===== src/dtds_pkg.sv =====
// ----------------------------------------------------------------------------
// dtds_pkg
// Shared widths, codes and bundle types of the task-graph dependency
// scoreboard.
// ----------------------------------------------------------------------------
package dtds_pkg;

    // Field widths
    localparam int ACTION_W = 2;
    localparam int SLOT_W   = 2;
    localparam int NODE_W   = 4;
    localparam int STATUS_W = 2;
    localparam int MASK_W   = 8;
    localparam int PREC_W   = 49;

    // Configuration register map
    localparam int CFG_ADDR_W = 1;
    localparam int CFG_DATA_W = PREC_W;
    localparam logic [CFG_ADDR_W-1:0] CFG_NODE_COUNT = 1'd0;
    localparam logic [CFG_ADDR_W-1:0] CFG_PRECEDENCE = 1'd1;
    localparam logic [NODE_W-1:0]     NODE_COUNT_RST = 4'd7;

    // Stream widths
    localparam int IN_DATA_W  = 8;
    localparam int OUT_DATA_W = 24;

    // Action codes
    localparam logic [ACTION_W-1:0] ACT_NEW_JOB = 2'd0;
    localparam logic [ACTION_W-1:0] ACT_FINISH  = 2'd1;
    localparam logic [ACTION_W-1:0] ACT_CLAIM   = 2'd2;
    localparam logic [ACTION_W-1:0] ACT_CHECK   = 2'd3;

    // Status codes
    localparam logic [STATUS_W-1:0] ST_OK       = 2'd0;
    localparam logic [STATUS_W-1:0] ST_PENDING  = 2'd1;
    localparam logic [STATUS_W-1:0] ST_CLAIMED  = 2'd2;
    localparam logic [STATUS_W-1:0] ST_BAD_ARGS = 2'd3;

    typedef struct packed {
        logic [NODE_W-1:0] node_count;
        logic [PREC_W-1:0] precedence_bits;
    } cfg_t;

    typedef struct packed {
        logic [ACTION_W-1:0] action;
        logic [SLOT_W-1:0]   job_slot;
        logic [NODE_W-1:0]   node;
    } req_t;

    typedef struct packed {
        logic                granted;
        logic [STATUS_W-1:0] status;
        logic [SLOT_W-1:0]   slot_out;
        logic [MASK_W-1:0]   done_mask;
        logic [MASK_W-1:0]   claimed_mask;
    } rsp_t;

endpackage


===== src/dtds_cfg.sv =====
// ----------------------------------------------------------------------------
// dtds_cfg
// Configuration registers: node count and precedence matrix.
// ----------------------------------------------------------------------------
module dtds_cfg (
    input  logic                              aclk,
    input  logic                              aresetn,
    input  logic                              cfg_wr_en,
    input  logic [dtds_pkg::CFG_ADDR_W-1:0]   cfg_addr,
    input  logic [dtds_pkg::CFG_DATA_W-1:0]   cfg_wdata,
    output dtds_pkg::cfg_t                    cfg
);
    import dtds_pkg::*;

    logic [NODE_W-1:0] node_count_reg;
    logic [PREC_W-1:0] precedence_reg;

    // Register writes
    always_ff @(posedge aclk) begin
        if (!aresetn) begin
            node_count_reg <= NODE_COUNT_RST;
            precedence_reg <= '0;
        end else if (cfg_wr_en) begin
            unique case (cfg_addr)
                CFG_NODE_COUNT: node_count_reg <= cfg_wdata[NODE_W-1:0];
                CFG_PRECEDENCE: precedence_reg <= cfg_wdata[PREC_W-1:0];
                default: ;
            endcase
        end
    end

    assign cfg.node_count      = node_count_reg;
    assign cfg.precedence_bits = precedence_reg;

endmodule


===== src/dtds_core.sv =====
// ----------------------------------------------------------------------------
// dtds_core
// Job-slot ring with done/claimed masks; evaluates one request per cycle
// and commits its state change when the request advances.
// ----------------------------------------------------------------------------
module dtds_core #(
    parameter int QUEUE_DEPTH = 4,
    parameter int MAX_NODES   = 8
) (
    input  logic           aclk,
    input  logic           aresetn,
    input  logic           advance,
    input  dtds_pkg::req_t req,
    input  dtds_pkg::cfg_t cfg,
    output dtds_pkg::rsp_t rsp
);
    import dtds_pkg::*;

    localparam int NS_W = (QUEUE_DEPTH > 1) ? $clog2(QUEUE_DEPTH) : 1;
    localparam logic [NS_W-1:0]   LAST_SLOT = NS_W'(QUEUE_DEPTH - 1);
    localparam logic [NODE_W-1:0] MAX_N     = NODE_W'(MAX_NODES);
    localparam logic [NODE_W-1:0] MIN_N     = NODE_W'(2);

    logic [MASK_W-1:0] done_reg  [QUEUE_DEPTH];
    logic [MASK_W-1:0] claim_reg [QUEUE_DEPTH];
    logic [NS_W-1:0]   newest_reg;
    logic              started_reg;

    logic [NS_W-1:0]   newest_next;
    logic [NS_W-1:0]   slot_idx;
    logic [NODE_W-1:0] n_eff;
    logic [MASK_W-1:0] cur_done;
    logic [MASK_W-1:0] cur_claim;
    logic [MASK_W-1:0] node_bit;
    logic [MASK_W-1:0] need_mask;
    logic              slot_ok;
    logic              node_ok;
    logic              ready;
    logic              wr_new;
    logic              wr_done;
    logic              wr_claim;

    // Predecessor mask of a node from the precedence matrix
    function automatic logic [MASK_W-1:0] preds_of(
        input logic [NODE_W-1:0] nd,
        input logic [NODE_W-1:0] n,
        input logic [PREC_W-1:0] prec
    );
        logic [MASK_W-1:0] m;
        logic [7:0]        base;
        logic [7:0]        idx;
        m    = '0;
        base = 8'(nd - NODE_W'(2)) * 8'(n - NODE_W'(1));
        for (int c = 0; c < MAX_NODES - 1; c++) begin
            idx = base + 8'(c);
            if ((NODE_W'(c + 1) < n) && (idx < 8'(PREC_W)))
                m[c] = prec[idx[5:0]];
        end
        return m;
    endfunction

    // Effective node count, saturated into the supported range
    always_comb begin
        if (cfg.node_count < MIN_N)
            n_eff = MIN_N;
        else if (cfg.node_count > MAX_N)
            n_eff = MAX_N;
        else
            n_eff = cfg.node_count;
    end

    // Ring pointer for the next new job
    assign newest_next = (!started_reg || newest_reg == LAST_SLOT) ? '0
                                                                   : newest_reg + NS_W'(1);

    // Slot lookup and readiness
    assign slot_ok   = (32'(req.job_slot) < QUEUE_DEPTH);
    assign slot_idx  = NS_W'(req.job_slot);
    assign cur_done  = slot_ok ? done_reg[slot_idx]  : '0;
    assign cur_claim = slot_ok ? claim_reg[slot_idx] : '0;
    assign node_ok   = (req.node != '0) && (req.node <= n_eff);
    assign node_bit  = MASK_W'(1) << (req.node - NODE_W'(1));
    assign need_mask = preds_of(req.node, n_eff, cfg.precedence_bits);
    assign ready     = (req.node <= NODE_W'(1)) || ((need_mask & ~cur_done) == '0);

    // Result and write enables
    always_comb begin
        rsp.granted      = 1'b0;
        rsp.status       = ST_OK;
        rsp.slot_out     = req.job_slot;
        rsp.done_mask    = cur_done;
        rsp.claimed_mask = cur_claim;
        wr_new   = 1'b0;
        wr_done  = 1'b0;
        wr_claim = 1'b0;
        if (req.action == ACT_NEW_JOB) begin
            wr_new           = 1'b1;
            rsp.granted      = 1'b1;
            rsp.slot_out     = SLOT_W'(newest_next);
            rsp.done_mask    = '0;
            rsp.claimed_mask = '0;
        end else if (!slot_ok || !node_ok) begin
            rsp.status = ST_BAD_ARGS;
        end else begin
            unique case (req.action)
                ACT_FINISH: begin
                    wr_done       = 1'b1;
                    rsp.granted   = 1'b1;
                    rsp.done_mask = cur_done | node_bit;
                end
                ACT_CLAIM: begin
                    if (!ready) begin
                        rsp.status = ST_PENDING;
                    end else if ((cur_claim & node_bit) != '0) begin
                        rsp.status = ST_CLAIMED;
                    end else begin
                        wr_claim         = 1'b1;
                        rsp.granted      = 1'b1;
                        rsp.claimed_mask = cur_claim | node_bit;
                    end
                end
                default: begin
                    rsp.granted = ready;
                    rsp.status  = ready ? ST_OK : ST_PENDING;
                end
            endcase
        end
    end

    // State update
    always_ff @(posedge aclk) begin
        if (!aresetn) begin
            for (int i = 0; i < QUEUE_DEPTH; i++) begin
                done_reg[i]  <= '0;
                claim_reg[i] <= '0;
            end
            newest_reg  <= '0;
            started_reg <= 1'b0;
        end else if (advance) begin
            if (wr_new) begin
                newest_reg            <= newest_next;
                started_reg           <= 1'b1;
                done_reg[newest_next]  <= '0;
                claim_reg[newest_next] <= '0;
            end
            if (wr_done)
                done_reg[slot_idx] <= rsp.done_mask;
            if (wr_claim)
                claim_reg[slot_idx] <= rsp.claimed_mask;
        end
    end

endmodule


===== src/dag_task_dependency_scoreboard.sv =====
// ----------------------------------------------------------------------------
// dag_task_dependency_scoreboard
// Task-graph dependency scoreboard over a ring of job slots.
// ----------------------------------------------------------------------------
// A request enters the input register when s_tready is high, is evaluated
// against the slot table and is captured in the result register when no held
// result blocks it. Throughput is one item per cycle while the receiver does
// not stall, set by the single evaluate-and-update pass of the slot table
// between those registers. Each request is checked against the slot state
// left by the request before it. Configuration writes take effect on the
// next cycle and are expected only while no request is in flight.
// ----------------------------------------------------------------------------
module dag_task_dependency_scoreboard #(
    parameter int QUEUE_DEPTH = 4,
    parameter int MAX_NODES   = 8
) (
    input  logic                              aclk,
    input  logic                              aresetn,
    // Configuration write port
    input  logic                              cfg_wr_en,
    input  logic [dtds_pkg::CFG_ADDR_W-1:0]   cfg_addr,
    input  logic [dtds_pkg::CFG_DATA_W-1:0]   cfg_wdata,
    // Request stream
    input  logic                              s_tvalid,
    output logic                              s_tready,
    // tdata: [1:0] action, [3:2] job_slot, [7:4] node
    input  logic [dtds_pkg::IN_DATA_W-1:0]    s_tdata,
    // Result stream
    output logic                              m_tvalid,
    input  logic                              m_tready,
    // tdata: [0] granted, [2:1] status, [4:3] slot_out, [12:5] done_mask,
    //        [20:13] claimed_mask, [23:21] zero
    output logic [dtds_pkg::OUT_DATA_W-1:0]   m_tdata
);
    import dtds_pkg::*;

    cfg_t cfg;
    req_t req_reg;
    rsp_t rsp;
    rsp_t rsp_reg;
    logic in_valid_reg;
    logic out_valid_reg;
    logic advance;

    dtds_cfg u_cfg (
        .aclk      (aclk),
        .aresetn   (aresetn),
        .cfg_wr_en (cfg_wr_en),
        .cfg_addr  (cfg_addr),
        .cfg_wdata (cfg_wdata),
        .cfg       (cfg)
    );

    dtds_core #(
        .QUEUE_DEPTH (QUEUE_DEPTH),
        .MAX_NODES   (MAX_NODES)
    ) u_core (
        .aclk    (aclk),
        .aresetn (aresetn),
        .advance (advance),
        .req     (req_reg),
        .cfg     (cfg),
        .rsp     (rsp)
    );

    // Handshake: a request moves on when the result register is free or drains
    assign advance  = in_valid_reg && (!out_valid_reg || m_tready);
    assign s_tready = !in_valid_reg || advance;

    // Input register
    always_ff @(posedge aclk) begin
        if (!aresetn) begin
            in_valid_reg <= 1'b0;
        end else if (s_tready) begin
            in_valid_reg <= s_tvalid;
        end
    end

    always_ff @(posedge aclk) begin
        if (s_tready && s_tvalid) begin
            req_reg.action   <= s_tdata[1:0];
            req_reg.job_slot <= s_tdata[3:2];
            req_reg.node     <= s_tdata[7:4];
        end
    end

    // Result register
    always_ff @(posedge aclk) begin
        if (!aresetn) begin
            out_valid_reg <= 1'b0;
        end else if (advance) begin
            out_valid_reg <= 1'b1;
        end else if (m_tready) begin
            out_valid_reg <= 1'b0;
        end
    end

    always_ff @(posedge aclk) begin
        if (advance) begin
            rsp_reg <= rsp;
        end
    end

    assign m_tvalid = out_valid_reg;
    assign m_tdata  = {3'b000, rsp_reg.claimed_mask, rsp_reg.done_mask,
                       rsp_reg.slot_out, rsp_reg.status, rsp_reg.granted};

endmodule


===== config.mk =====
export PLATFORM = sky130hd
export DESIGN_NAME = dag_task_dependency_scoreboard
export DESIGN_NICKNAME = d
export VERILOG_FILES = /design/src/dtds_pkg.sv /design/src/dtds_cfg.sv /design/src/dtds_core.sv /design/src/dag_task_dependency_scoreboard.sv
export SDC_FILE = /design/constraint.sdc
export NUM_CORES = 1
export LEC_CHECK = 0
export ABC_CLOCK_PERIOD_IN_PS = 12500
export BUFFER_PORTS_ARGS = -buffer_cell sky130_fd_sc_hd__buf_2
export CORE_UTILIZATION = 60
export CTS_CLUSTER_SIZE = 8
export DETAILED_ROUTE_END_ITERATION = 8
export PLACE_DENSITY = 0.8
export SLEW_MARGIN = 20
export SYNTH_ARGS = -nofsm -noshare
export SYNTH_HDL_FRONTEND = slang
export SYNTH_SLANG_ARGS = --single-unit
export TNS_END_PERCENT = 1

===== constraint.sdc =====
create_clock -name aclk -period 12.5 [get_ports aclk]
set_clock_uncertainty 0.2 [all_clocks]
set_input_delay 1.875 -clock aclk [delete_from_list [all_inputs] [get_ports aclk]]
set_output_delay 1.875 -clock aclk [all_outputs]
set_load 0.02 [all_outputs]

### Yosys cells after proc, flatten, opt, wreduce, memory -nomap -nowiden

Memories as Yosys holds them, arrays and structs flattened. A register that Yosys moved wholly into a read port is not among the register bits.
Cells that the tools add are included.

| storage, ports and cells | value |
|---|---|
| flip-flop bits (word level) | 87 |
| memory bits (writable) | 64 |
| logic and storage cells | 167 |
| memories | 2 |

Memory list:

| name | depth | bits a word | read ports | clocked after memory_dff | wr ports | RTL line | RTL |
|---|---|---|---|---|---|---|---|
| u_core.claim_reg | 4 | 8 | 1 | 1 | 4 | dtds_core.sv:25 | `logic [MASK_W-1:0] claim_reg [QUEUE_DEPTH];` |
| u_core.done_reg | 4 | 8 | 1 | 1 | 4 | dtds_core.sv:24 | `logic [MASK_W-1:0] done_reg [QUEUE_DEPTH];` |

| cells by class | value |
|---|---|
| add/subtract/negate cells | 10 |
| multiply operators | 1 |
| order comparisons | 25 |
| equality and inequality tests | 3 |
| shift-type cells | 1 |
| multiplexer cells | 76 |
| bitwise logic cells | 6 |
| reduce and logical (&&, ||, !) cells | 29 |

Operator list:

| cell | number |
|---|---|
| two-way mux 8 bit | 8 |
| < comparator 8 x 6 -> 1 bit (second input constant) | 7 |
| < comparator 6 x 7 -> 1 bit (second input constant) | 7 |
| two-way mux 1 bit | 44 |
| binary-select mux 1 bit (select 6 bit) | 7 |
| two-way mux 16 bit | 2 |
| OR reduction 8 bit | 4 |
| adder 8 x 3 -> 8 bit (second input constant) | 3 |
| two-way mux 2 bit | 11 |
| adder 8 x 2 -> 8 bit (second input constant) | 2 |
| < comparator 3 x 4 -> 1 bit (first input constant) | 4 |
| OR 8 bit | 2 |
| logical AND 1 bit | 10 |
| adder 8 x 1 -> 8 bit (second input constant) | 1 |
| AND 7 x 8 -> 8 bit | 1 |
| AND 8 bit | 1 |
| zero test 8 bit | 1 |
| < comparator 2 x 4 -> 1 bit (first input constant) | 2 |
| multiplier 8 x 8 -> 8 bit | 1 |
| two-way mux 4 bit | 2 |
| inverter 8 bit | 1 |
| nonzero test 8 bit | 1 |
| << shifter 1 x 4 -> 8 bit (first input constant) | 1 |
| AND reduction 2 bit | 3 |
| other kinds (19) | 25 |

### Depth between registers and ports, before layout

| depth | value |
|---|---|
| depth after elaboration | 22 |
| mapped depth | 27 |
| mapped depth without buffers | 25 |

### Cells and area by module

From an unflattened synthesis, not the netlist that was laid out.

| second synthesis, totals | value |
|---|---|
| cells, all modules | 1,039 |
| area total of the unflattened synthesis | 10,781.6 um^2 |

By module, submodules not included:

| module | instances | cells an instance | area each (um^2) | seq. area each (um^2) |
|---|---|---|---|---|
| dtds_core | 1 | 756 | 7,712.4 | 1,981.9 |
| dtds_cfg | 1 | 241 | 2,068.2 | 1,061.0 |
| dag_task_dependency_scoreboard | 1 | 42 | 1,001.0 | 910.9 |

### Worst setup path before layout

No wires, ideal clock.

| path | value |
|---|---|
| path type | reg-to-reg |
| start | reg u_cfg.node_count_reg[3] |
| end | mem u_core.claim_reg[3][0] (enable) |
| setup time | 376 ps |
| data arrival time | 6,364 ps |
| required time | 11,924 ps |
| path slack | 5,560 ps |
| stages on the path, launching flop included | 26 |
| clock period less this slack | 6,940 ps |
| cells stage by stage | dfxtp_1 > buf_6 > nand2b_4 > nor2_1 > inv_1 > ha_1 > xor2_2 > or2_2 > fa_1 > fa_1 > inv_1 > ha_1 > inv_1 > fa_1 > inv_1 > ha_1 > a21o_1 > a21oi_1 > xnor3_2 > xor3_1 > nor4_1 > a311oi_2 > a21boi_4 > or2_1 > buf_6 > o22ai_1 |

RTL lines:

| item | RTL line | RTL |
|---|---|---|
| start: declaration | dtds_cfg.sv:15 | `logic [NODE_W-1:0] node_count_reg;` |
| start signal: assignment | dtds_cfg.sv:25 | `CFG_NODE_COUNT: node_count_reg <= cfg_wdata[NODE_W-1:0];` |
| end: declaration | dtds_core.sv:25 |  |

==> qor.csv <==
stage,metric,value,unit
status,status,finished with violations,
status,violations,DRC,
grt,overflow,0,
clocking,cts_max_path_buffers,2,
synth,yosys.area.top_type,edfxtp_1,
worst_setup_path,reg2reg_from,u_cfg.node_count_reg[2],
floorplan,ios,89,
worst_setup_path,slowest_stage,fa_1,
finish,final_util,67.91,%
clocking,cts_made_buffers,17,
worst_setup_path,cpPeakStageDelay,1.07,ns
min_path,hold_path.class,reg2reg,
synth,ys_warn_count,0,
finish,layout_commonest_cell,nand2_1,
clocking,ctsHoldBuffers,0,
synth,synth_cells,1080,
routing,drc,5,
place,pre_cts_ws,4.202,ns
finish,drive_above_1_share,22.89,%
synth,synth_seq_area_share,35.49,%
worst_setup_path,startpoint_type,flip-flop,
timing,maxSlewHeadroom,30.01,%
routing,drt-pass1-iter-count,9,
finish,fin_cells,1369,
timing,fin_tns_setup,0,ns
finish,area_growth,9.505,%
floorplan,design.core.area,18150,um^2
timing,worst_slack,4.061,ns
floorplan,dieArea,19310,um^2
routing,antenna_left,0,
min_path,hold_path_end,u_core.started_reg,
place,placed_cell_area,11710,um^2
place,port_buffers,85,
routing,drtIter0Drc,915,
clocking,cts_tree,yes,
routing,avgRoutedWirePerCell,21.32,um
flow_run,cap_violations,0,
power_and_ir_drop,power.density,176.1,nW/um^2
synth,yosys-top-cells-area,"edfxtp_1, mux4_2, dfxtp_1",
grt,antenna_found_initial,0,
synth,netlist_area,11250,um^2
finish,diodes,0,
floorplan,die_x,139.0,um
place,dpl.hpwl,21.10,mm
power_and_ir_drop,peakVddDrop,0.1301,mV
synth,synth-seq-cells,153,
timing,rsz0062_at_grt,no,
synth,synth_edf_count,93,
finish,largest_register_ffs,49,
timing,tightest_slew,1.042,ns
timing,clock.fmax,118.5,MHz
clocking,post_cts_resized,0,
synth,synthFlopType,edfxtp_1,
synth,synth.distinct_cells,83,
worst_setup_path,worstSetupPathType,reg2reg,
clocking,clock_latency,0.43,ns
clocking,htreeDepth,4,
timing,setup_violations,0,
worst_setup_path,cp_cell_sequence,nor2_1 -> nor2_1 -> inv_1 -> ha_1 -> xor2_2 -> or2_2 -> fa_1 -> inv_1 -> ha_1 -> inv_1 -> fa_1 -> fa_1 -> clkinv_1 -> xnor2_1 -> o32ai_1 -> nor4_1 -> nor4_1 -> a311oi_2 -> a21boi_4 -> or2_1 -> o22ai_1,
worst_setup_path,worstPathArrival,8.30,ns
synth,synth_top_area_share,24.81,%
synth,async_flop_share,0,%
worst_setup_path,cp_data_required_time,12.36,ns
worst_setup_path,worst-r2r-setup-slack,4.06,ns
clocking,cts_root_buf,clkbuf_16,
grt,grt_pass1_vias,8583,
place,placed_cells,1337,
floorplan,row_count,49,
floorplan,start_util,62.02,%
power_and_ir_drop,total_power,2.170,mW
power_and_ir_drop,p_leak,4.738,nW
grt,grt_pass1_wl,46.37,mm
timing,finalCritPeriodShare,67.51,%
timing,timing.hold.ws,0.2435,ns
finish,most-common-layout-cells,"nand2_1, nor2_1, edfxtp_1",
routing,wl,29.19,mm
worst_setup_path,rr_worst_depth,21,
finish,final_area,12320,um^2
worst_setup_path,crit_path_end_kind,flip-flop,
min_path,hold-path-cell-count,2,
clocking,path_clk_slew,0.07,ns
clocking,clock-sinks,153,
worst_setup_path,reg2reg_to,u_core.claim_reg[3][6],
timing,fin_crit,8.439,ns
min_path,hp-start,u_core.started_reg,
place,gp_congestion,1.026,
finish,nets,1246,
finish,n_fill_cell,1342,
grt,grt_use_total,31.02,%
routing,via_per_inst,6.557,
timing,finalHoldViolations,0,
synth,syn-mean-instance-area,10.42,um^2
timing,drv_slew,0,
grt,grt_max_degree,67,
clocking,postCtsSetupBuffers,0,
worst_setup_path,cp_max_fo,21,
routing,vias,8976,
floorplan,dieHeight,139.0,um
==> metal layers <==
metal | vias to the layer above | global-route usage (%) | wire, um
met4 | 0 | 12.57 | 1025
li1 | 4030 | - | -
met3 | 91 | 5.836 | 2559
met1 | 4306 | 40.97 | 11490
met2 | 549 | 50.77 | 14120
met5 | - | 0 | 0
==> cell type report <==
class | instances | area (um^2) | area share [%]
Multi-Input combinational cell | 790 | 6654 | 53.99
Sequential cell | 153 | 3994 | 32.41
Timing Repair Buffer | 98 | 523.0 | 4.244
Clock buffer | 18 | 429.2 | 3.482
Tap cell | 229 | 286.5 | 2.325
Inverter | 67 | 251.5 | 2.041
Clock inverter | 14 | 186.4 | 1.513
==> power by group <==
group / switching [mW] / internal (mW)
Sequential: 0.0236 / 0.562
Combinational: 0.625 / 0.413
Clock: 0.226 / 0.320
Total: 0.875 / 1.30
==> cell families (layout without fill, tap and decap cells) <==
kind of cell / Yosys count / after routing / share of synthesized area, %
AND/OR/NAND/NOR: 382 / 382 / 15.73
AO/OA/AOI/OAI: 174 / 174 / 9.839
flip-flops: 153 / 153 / 35.49
buffers and inverters: 142 / 197 / 5.714
multiplexers: 121 / 121 / 21.32
adder cells (fa/ha/maj): 56 / 56 / 7.026
XOR/XNOR: 50 / 50 / 4.814
other: 2 / 7 / 0.06673
==> worst max path at each step <==
stage / from / end / slack (ns) / depth (start not counted)
after global routing: u_cfg.node_count_reg[2] / u_core.claim_reg[3][6] / 3.52 / 21
after global placement: u_cfg.node_count_reg[2] / u_core.claim_reg[3][1] / 4.48 / 21
after CTS: u_cfg.node_count_reg[2] / u_core.claim_reg[3][6] / 4.15 / 21
final: u_cfg.node_count_reg[2] / u_core.claim_reg[3][6] / 4.06 / 21
after floorplan: u_cfg.node_count_reg[3] / u_core.claim_reg[3][0] / 5.56 / 25
after detailed placement: u_cfg.node_count_reg[2] / u_core.claim_reg[3][1] / 4.20 / 21
==> critical path, delay by kind of cell, from the launching register on <==
kind                       cells  cell delay [ns]
DFF                            1             0.53
AOI/OAI and AO/OA              4             1.50
xor gates and xnor gates       2             0.72
buffers and inverters          4             0.76
adders and majority gates      5             2.64
and+or+nand+nor                6             1.70
==> synth_stat cells, drive strengths merged (10+ instances only) <==
cell and number:
nand2 153, nor2 97, edfxtp 93, mux4 93, a21oi 91, inv 65, dfxtp 60, ha 44
clkbuf 41, xnor2 35, buf 34, nand3 33, mux2i 20, nor3 20, o21ai 19, nor2b 18
fa 12, o22ai 11, nand2b 10, nand4 10, xor2 10
No activity file was read; power rests on OpenSTA's default activity.
